--- src/rtl/core/euler_to_rotation_matrix_unit_assert.svh ---
// assertion macros for the euler to rotation matrix unit
// included by the top level, no other dependencies
`ifndef EULER_TO_ROTATION_MATRIX_UNIT_ASSERT_SVH
`define EULER_TO_ROTATION_MATRIX_UNIT_ASSERT_SVH
`ifndef SYNTHESIS
`define E2R_ASSERT_IMPL(label, clk, rstn, prop, msg) \
    label: assert property (@(posedge clk) disable iff (!rstn) (prop)) else $error(msg);
`define E2R_ASSERT_NEXT(label, clk, rstn, pre, post, msg) \
    label: assert property (@(posedge clk) disable iff (!rstn) (pre) |=> (post)) else $error(msg);
`else
`define E2R_ASSERT_IMPL(label, clk, rstn, prop, msg)
`define E2R_ASSERT_NEXT(label, clk, rstn, pre, post, msg)
`endif
`endif

--- src/rtl/core/e2r_pkg.sv ---
// shared constants, types and arctangent table for the euler to rotation matrix unit
// no dependencies
`default_nettype none
package e2r_pkg;
    localparam int CORDIC_STAGES_DEF = 16;
    localparam int ATAN_ENTRIES = 24;
    localparam int ANG_W = 16;
    localparam int OUT_W = 16;
    localparam int XY_W = 34;
    localparam int Z_W = 28;
    localparam logic signed [Z_W-1:0] HALF_PI_Q24 = 28'sd26353589;
    localparam logic signed [Z_W-1:0] PI_Q24 = 28'sd52707179;
    localparam logic signed [XY_W-1:0] GAIN_Q30 = 34'sd652032874;

    typedef struct packed {
        logic signed [XY_W-1:0] x;
        logic signed [XY_W-1:0] y;
        logic signed [Z_W-1:0]  z;
    } cordic_lane_t;

    function automatic logic signed [Z_W-1:0] atan_q24(input int idx);
        logic signed [Z_W-1:0] r;
        begin
            case (idx)
                0: r = 28'sd13176795;
                1: r = 28'sd7778716;
                2: r = 28'sd4110060;
                3: r = 28'sd2086331;
                4: r = 28'sd1047214;
                5: r = 28'sd524117;
                6: r = 28'sd262123;
                7: r = 28'sd131069;
                default: r = (idx < ATAN_ENTRIES) ? (28'sd1 <<< (24 - idx)) : '0;
            endcase
            return r;
        end
    endfunction
endpackage
`default_nettype wire

--- src/rtl/core/e2r_cordic_cell.sv ---
// one cordic rotation cell: three angle lanes plus sideband, registered
// depends on e2r_pkg
`default_nettype none
module e2r_cordic_cell #(
    parameter int STAGE = 0
) (
    input  wire logic                     aclk,
    input  wire logic                     en,
    input  wire e2r_pkg::cordic_lane_t    lane_in  [3],
    input  wire logic [3:0]               side_in,
    output e2r_pkg::cordic_lane_t         lane_out [3],
    output logic [3:0]                    side_out
);
    import e2r_pkg::*;

    cordic_lane_t lane_reg [3];
    cordic_lane_t lane_next [3];
    logic [3:0] side_reg;

    always_comb begin
        for (int k = 0; k < 3; k++) begin
            if (lane_in[k].z >= 0) begin
                lane_next[k].x = lane_in[k].x - (lane_in[k].y >>> STAGE);
                lane_next[k].y = lane_in[k].y + (lane_in[k].x >>> STAGE);
                lane_next[k].z = lane_in[k].z - atan_q24(STAGE);
            end else begin
                lane_next[k].x = lane_in[k].x + (lane_in[k].y >>> STAGE);
                lane_next[k].y = lane_in[k].y - (lane_in[k].x >>> STAGE);
                lane_next[k].z = lane_in[k].z + atan_q24(STAGE);
            end
        end
    end

    always_ff @(posedge aclk) begin
        if (en) begin
            lane_reg <= lane_next;
            side_reg <= side_in;
        end
    end

    assign lane_out = lane_reg;
    assign side_out = side_reg;
endmodule
`default_nettype wire

--- config.mk ---
export PLATFORM = sky130hd
export DESIGN_NAME = e2r_cordic_cell
export DESIGN_NICKNAME = d
export VERILOG_FILES = /design/src/rtl/core/euler_to_rotation_matrix_unit_assert.svh /design/src/rtl/core/e2r_pkg.sv /design/src/rtl/core/e2r_cordic_cell.sv
export SDC_FILE = /design/constraint.sdc
export NUM_CORES = 1
export LEC_CHECK = 0
export ABC_CLOCK_PERIOD_IN_PS = 10900
export BUFFER_PORTS_ARGS = -buffer_cell sky130_fd_sc_hd__buf_2
export CAP_MARGIN = 15
export CELL_PAD_IN_SITES_DETAIL_PLACEMENT = 2
export CELL_PAD_IN_SITES_GLOBAL_PLACEMENT = 2
export CORE_UTILIZATION = 28
export CTS_CLUSTER_DIAMETER = 80
export DETAILED_ROUTE_END_ITERATION = 8
export PLACE_DENSITY = 0.74
export SYNTH_ARGS = -nofsm -noshare
export SYNTH_HDL_FRONTEND = slang
export SYNTH_SLANG_ARGS = --single-unit
--- constraint.sdc ---
create_clock -name aclk -period 10.9 [get_ports aclk]
set_clock_uncertainty 0.1 [all_clocks]
set_input_delay 2.18 -clock aclk [delete_from_list [all_inputs] [get_ports aclk]]
set_output_delay 2.18 -clock aclk [all_outputs]
set_load 0.02 [all_outputs]
==> out/results.txt, run 1 <==
The maximum fanout along the worst path works out to 74. Count of state elements after synthesis: 289. The run gives 98.0 uV as the maximum ir drop on the vdd rail. Cell type with the highest aggregate area in the netlist: edfxtp_1. For the net count after synthesis, the log shows 4243.

The floorplan die width is 331 um. The number of buffers added on ports was 585. The run gives 0.335 as the fraction of the core area covered by cells at the end of the flow. The commonest cells after synthesis are 423 x a21oi_1, 378 x ha_1, 337 x inv_1. Setup repair after global routing left no endpoint under its margin. The leakage component of the power came out at 0.0158 uW. The die outline height is 331 um, and the number of antenna violations at the first check in global routing is 27. Aggregate global routing overflow: 0.

The fraction of layout instances using a drive strength above 1 was 0.175. The number of buffers and inverters on the critical path is 3, and the total count of hold-check failures in the final report is 0. For this run, the leading register cell type out of synthesis is edfxtp_1. The post-synthesis async set-or-reset flop share was 0; the number of warnings printed during yosys synthesis was 0. Buffers added to address setup during post-CTS repair amount to 0. The logs give 0 for the final-report max-slew violation count and 0.913 for the final RePlAce weighted congestion. Synthesis produced a netlist whose cell count is 3559.

The routed design has 133000 um of wire. The largest delay contributor family on the critical path was compound AO/OA/AOI/OAI gates. The number of enable-type register cells in the synthesized netlist is 289. Summing all flip-flop and latch instances after layout gives 0.00868 mm^2.

Walking the worst path, the cells encountered are buf_2 > inv_1 > ha_1 > nor4b_1 > nand4_1 > o21ai_4 > buf_4 > ha_1 > nor2_1 > a21oi_1 > o22ai_1 > o31a_1 > o41ai_1 > a21boi_0 > o21bai_1 > a21oi_1 > xor2_1. For the via count of the first global-routing pass, the log shows 31400. For the standard cell core area, the log shows 0.107 mm^2.

Entering global routing, the biggest net connects 144 pins. The share of Yosys cell area claimed by the top area cell type was 0.287. By area the synthesized netlist is led by edfxtp_1 29%, ha_1 16%, a21oi_1 7.0%. The tools report the number of buffers added to fix hold violations after cts as 0. Final cycle utilization of the critical path: 0.602. The worst setup path is captured at a register. The total power per unit cell area is 136 mW/mm^2.

The arrival time reported for the critical path endpoint came out at 6.82 ns. Final count of negative-setup-slack endpoints: 0. The first global-routing pass estimated 196000 um of wire. The tools report the net total in the final layout as 4743. The slowest stage of the critical path is the buf_4 cell. No sink is reached through more buffers than the 3 on the longest clock path. The run gives 0.287 as the portion of the post-synthesis area used by sequential elements. For this run, the top clock speed supported by timing is 152 MHz. After layout, the design draws a total of 4880 uW. The die covers 0.109 mm^2. After the first detailed-routing iteration, the DRC count stood at 1493.

The worst setup path is of the in2reg kind. The minimum clock period after layout was 6.56 ns; the final routed DRC violation total was 0. The final route contains 29600 vias.

The area taken by multi-input logic gates was 0.0197 mm^2. The first detailed-routing pass took 5 iterations. TritonCTS built the clock tree. Relative slew slack: 0.264. On the worst path, the slowest cell contributes a delay of 0.75 ns. The logs give 2 for the number of levels in the clock H-tree and 120 for the placement row count. The worst-margin pin slew is 1.08 ns, and the number of buffers created by CTS is 42. The number of filler instances in the final layout was 12400. After detailed routing, the number of vias per cell comes to 5.38. The average cell area after synthesis was 8.50 um^2; the unique cell type count in the Yosys netlist was 87.

The tools report the cell at the root of the clock tree as clkbuf_16. After clock tree synthesis, the clock-pin slew on the worst setup and hold paths is 0.06 ns. The tightest hold path in the finished design has a slack of 1.64 ns. STA classifies the critical path startpoint as an input pin.

Summing every instance area after synthesis gives 0.0302 mm^2. Relative to the synthesized area, the layout overhead comes to 18.4%. Across the run, the number of max-cap violations was 0. The detail-routed net length per standard cell is 24.2 um.

The most common cell in the synthesized netlist is a21oi_1. The tools report the aggregate global-route resource usage as 0.234. The required time of the critical path is 11.16 ns, and the starting density of the core is 0.283. The flow ran to the end, and the final reports show no timing, DRC or antenna violations. The number of sinks on the clock net came out at 289.

The tightest min-delay check is of the in2reg type. The worst setup slack before clock tree synthesis came out at 3.79 ns. Number of gates resized after cts: 0. The worst setup margin is 4.34 ns, and the count of boundary I/O pins is 586.

The remaining number of nets flagged by the antenna check after routing is 0. In the final timing run, aggregate negative setup slack is 0 ns. Post-DP HPWL: 108000 um.
-- metal layers --
metal / up-vias / routed length (um) / share of wire / track usage
met4: 22 / 4440 / 0.033 / 0.0840
li1: 13900 / - / - / -
met2: 735 / 64100 / 0.48 / 0.401
met3: 219 / 6370 / 0.048 / 0.0358
met1: 14800 / 57900 / 0.44 / 0.295
met5: - / 132 / 0.00099 / 0
-- path summary, 6_finish.rpt --
path | to | from | slack (ns) | cells after the start
worst max-delay path | lane_out[218] | lane_in[219] | 4.34 | 17
worst min-delay path | side_out[3] | side_in[3] | 1.64 | 1
-- power by group --
group | internal, uW | total, uW | leakage [uW] | switching (uW)
registers | 1480 | 1550 | 0.00283 | 71.0
logic | 665 | 2000 | 0.0123 | 1340
clock network | 753 | 1330 | 0.000621 | 574
total | 2900 | 4880 | 0.0158 | 1980
-- placed cells by master, fill, tap and decap left out, types with 35 or more instances in the layout --
cell type  count
a211oi_1      55
a21o_1       105
a21oi_1      423
buf_2        584
clkbuf_16     42
edfxtp_1     289
ha_1         378
inv_1        337
mux2i_1       35
nand2_1      162
nand2b_1      45
nand3_1       54
nand4_1       41
nor2_1       286
nor2b_1       43
nor3_1        72
nor4_1        41
o211ai_1      41
o21a_1        44
o21ai_0      240
o21bai_1      78
xnor2_1      214
xor2_1        54
-- registers in the layout, indices dropped and copies added (netlist names) --
register,count
lane_out,285
side_out,4
-- metrics by stage --
| stage | cells | area [um^2] |
|---|---|---|
| floorplan | 3559 | 30200 |
| global placement | 5418 | 34500 |
| detailed placement | 5418 | 34500 |
| CTS | 5491 | 35800 |
| global route | 5500 | 35800 |
| finish | 5505 | 35800 |
-- layout make-up --
cell class,instances,area share
timing repair buffer,595,0.0845
clock inverter,24,0.00548
multi-input combinational,2785,0.551
sequential,289,0.242
antenna,14,0.000978
tap,1403,0.0490
clock buffer,49,0.0301
inverter,346,0.0363
-- logic make-up (layout without fill, tap and decap cells) --
logic type                 count (synthesis)  after routing  share of synthesized area
AOI/OAI and AO/OA                       1235           1235                      0.260
xor gates and xnor gates                 268            268                     0.0776
adders and majority gates                390            390                      0.164
buffers and inverters                    485           1014                     0.0614
DFF                                      289            289                      0.287
muxes                                     36             36                     0.0120
other                                      0             14                          0
and+or+nand+nor                          856            856                      0.138
Power figures use the tool's default switching activity.
==> run 2: changes to the inputs <==
--- a/config.mk
+++ b/config.mk
@@ -5,7 +5,7 @@
 export SDC_FILE = /design/constraint.sdc
 export NUM_CORES = 1
 export LEC_CHECK = 0
-export ABC_CLOCK_PERIOD_IN_PS = 10900
+export ABC_CLOCK_PERIOD_IN_PS = 5800
 export BUFFER_PORTS_ARGS = -buffer_cell sky130_fd_sc_hd__buf_2
 export CAP_MARGIN = 15
 export CELL_PAD_IN_SITES_DETAIL_PLACEMENT = 2
@@ -13,7 +13,7 @@
 export CORE_UTILIZATION = 28
 export CTS_CLUSTER_DIAMETER = 80
 export DETAILED_ROUTE_END_ITERATION = 8
-export PLACE_DENSITY = 0.74
+export PLACE_DENSITY = 0.77
 export SYNTH_ARGS = -nofsm -noshare
 export SYNTH_HDL_FRONTEND = slang
 export SYNTH_SLANG_ARGS = --single-unit
==> constraint.sdc (replaced) <==
create_clock -name aclk -period 5.8 [get_ports aclk]
set_clock_uncertainty 0.1 [all_clocks]
set_input_delay 1.16 -clock aclk [delete_from_list [all_inputs] [get_ports aclk]]
set_output_delay 1.16 -clock aclk [all_outputs]
set_load 0.02 [all_outputs]
==> run 2 against run 1 <==
Against the previous run:
- via count rose by 1.4%
- final cell count rose by 0.53%
- clock power rose by 110%
- setup slack got worse by 3.2 ns
- count of clock-buffer cells in the layout rose by 7
- total power rose by 96%
- highest routed layer unchanged
- sequential power rose by 88%
- largest power group unchanged
- utilization rose by 0.40 points
- combinational power rose by 90%
- design area rose by 1.2%
- worst hold slack got worse by 1.0 ns
- largest cell class unchanged
- flip-flop and latch count did not move
==> out/results.txt, run 2 (synthesized netlist as in run 1, its figures left out) <==
Setup repair after global routing left no endpoint under its margin. The detailed router placed 30000 vias in this run. The detail-routed net length per standard cell is 24.6 um, and the post-DP HPWL is 110000 um. For this run, the top clock speed supported by timing is 215 MHz.

STA classifies the critical path endpoint as a register. Hold is met by 0.606 ns. Final-report max-slew violation count: 0. TritonCTS built the clock tree. The met1 demand-to-capacity share in global routing is 0.303, and the aggregate global routing overflow is 0. Internal power comes to 5730 uW. Starting density of the core: 0.283. Timing analysis after detailed placement gives a worst setup slack of 0.506 ns. Data on the critical path arrives at its endpoint at 4.91 ns.

Relative to the synthesized area, the layout overhead comes to 19.8%. The full die area is 0.109 mm^2. The worst path in the final design needs a cycle of 4.65 ns, including I/O delays and setup.

Across the VDD grid, the largest voltage drop is 245 uV. The maximum fanout along the worst path is 14, and the worst-margin pin slew is 0.937 ns. The number of antenna violations at the first check in global routing came out at 16. The source of the worst hold timing path was side_in[0]. After detailed routing, the number of remaining DRC violations is 0. Number of DRC markers after the initial detailed-route iteration: 1747. The via count of the first global-routing pass came out at 32200. The tools report the share of power burned in combinational logic as 0.398. The final count of negative-setup-slack endpoints was 0; the final RePlAce weighted congestion was 0.933. The path type of the worst setup path is in2reg. The run finished with clean final reports.

The global-route wire length before repair is 201000 um. For the fraction of met2 tracks used by global routing, the log shows 0.416. In this run the horizontal extent of the chip is 331 um. The count of nets left with antenna violations once routing finished came out at 0. The net total in the final layout was 4775. In this run the power spent charging and discharging nets is 3840 uW. The run gives 0.359 as the relative slew slack. Overall power: 9560 uW.

The first TritonRoute pass finished after 5 iterations. The logs give 0.0160 uW for the leakage component of the power and 12400 for the number of filler instances in the final layout. Clock slew seen by the registers of the worst setup and hold paths: 0.06 ns. After detailed routing, the total wire length is 136000 um. The largest net degree at the start of global routing is 107, and the number of sinks on the clock net is 289.

The register with the most flip-flops in the layout has 285 of them. The die outline height was 331 um. The required time of the critical path was 6.06 ns; the worst setup margin was 1.15 ns. The switching fraction of total power came out at 0.401. The tools report the standard cell core area as 0.107 mm^2. During I/O placement, the number of pins put on the boundary was 586. The sequential cell fraction of total power is 0.306. Final cycle utilization of the critical path: 0.801. The total power per unit cell area works out to 264 mW/mm^2. The number of buffers created by CTS was 45.

The root buffer cell chosen for the clock tree is clkbuf_16. The fraction of layout instances using a drive strength above 1 works out to 0.183. The library cells used most frequently in the layout, excluding fill and tap cells, are 584 x buf_2, 423 x a21oi_1, 378 x ha_1, 337 x inv_1, 289 x edfxtp_1. The floorplan has 120 rows. In the routed layout, each cell is associated on average with a via count of 5.43. Class of the worst hold path: in2reg. Routing usage on met3: 0.0343. For the setup TNS, the log shows 0 ns.

After clock tree synthesis, the setup repair step added 0 buffers. The library cell used most frequently in the layout, excluding fill and tap cells, is buf_2. Post-CTS repair changed the size of 0 cells.

The hold-critical path depth is 1. The worst setup path is launched from an input pin. The tools report the number of levels in the clock H-tree as 2. The routing layer with the top usage in global route is met2.

Across the run, the number of max-cap violations was 0. The power share of the clock group is 0.297, and the number of buffers added on ports is 585. The logs give 0 for the total count of hold-check failures in the final report and 0.239 for the aggregate global-route resource usage.

The path with the worst hold slack has its endpoint at side_out[0]. The maximum clock path buffer count was 3; the number of buffers added to fix hold violations after cts was 0.
==> run 2: critical path, stage by stage <==
cell and delay (ns):
buf_2 0.12, nor4_1 0.62, nand3_1 0.29, o21ai_4 0.27
inv_2 0.20, ha_1 0.40, o211ai_1 0.23, a21oi_1 0.08
o211ai_1 0.18, a31oi_1 0.16, o22a_1 0.25, a211o_1 0.34
a41oi_1 0.32, o21ai_0 0.15, xnor2_1 0.15
==> run 2: per-layer routing <==
layer	part of all wire	routed length, um	vias up
met4	0.030	4080	12
li1	-	-	13900
met3	0.047	6340	203
met2	0.49	66300	771
met5	0.00065	88	-
met1	0.43	59100	15100
==> run 2: layout make-up <==
class | count | area, um^2 | area share
multi-input combinational | 2785 | 19800 | 0.545
antenna | 4 | 10.0 | 0.000276
inverter | 346 | 1300 | 0.0358
clock buffer | 56 | 1210 | 0.0334
timing repair buffer | 624 | 3260 | 0.0898
sequential | 289 | 8680 | 0.239
clock inverter | 27 | 282 | 0.00777
tap | 1403 | 1760 | 0.0484
==> run 2: how the worst max path moves through the flow <==
stage	start	endpoint	slack [ns]	depth (start not counted)
2_1_floorplan	lane_in[27]	lane_out[24]	0.57	15
3_3_place_gp	lane_in[4]	lane_out[21]	0.71	15
3_5_place_dp	lane_in[4]	lane_out[26]	0.51	15
4_1_cts	lane_in[4]	lane_out[26]	1.16	15
5_1_grt	lane_in[219]	lane_out[218]	0.90	15
6_report	lane_in[4]	lane_out[26]	1.15	15
==> run 2: metrics by stage <==
step / std cells / instance area (um^2) / util
global placement: 5447 / 34700 / 0.325
global route: 5532 / 36200 / 0.339
floorplan: 3559 / 30200 / -
finish: 5534 / 36200 / 0.339
CTS: 5530 / 36200 / 0.338
detailed placement: 5447 / 34700 / 0.325
==> run 2: power by group through the flow <==
stage / Combinational [uW] / Sequential [uW] / Clock (uW)
after floorplan: 1870 / 3360 / 0
after global placement: 3680 / 2950 / 0
after detailed placement: 3770 / 2960 / 0
after CTS: 3800 / 2930 / 2940
after global routing: 4080 / 2950 / 2990
final: 3800 / 2920 / 2840
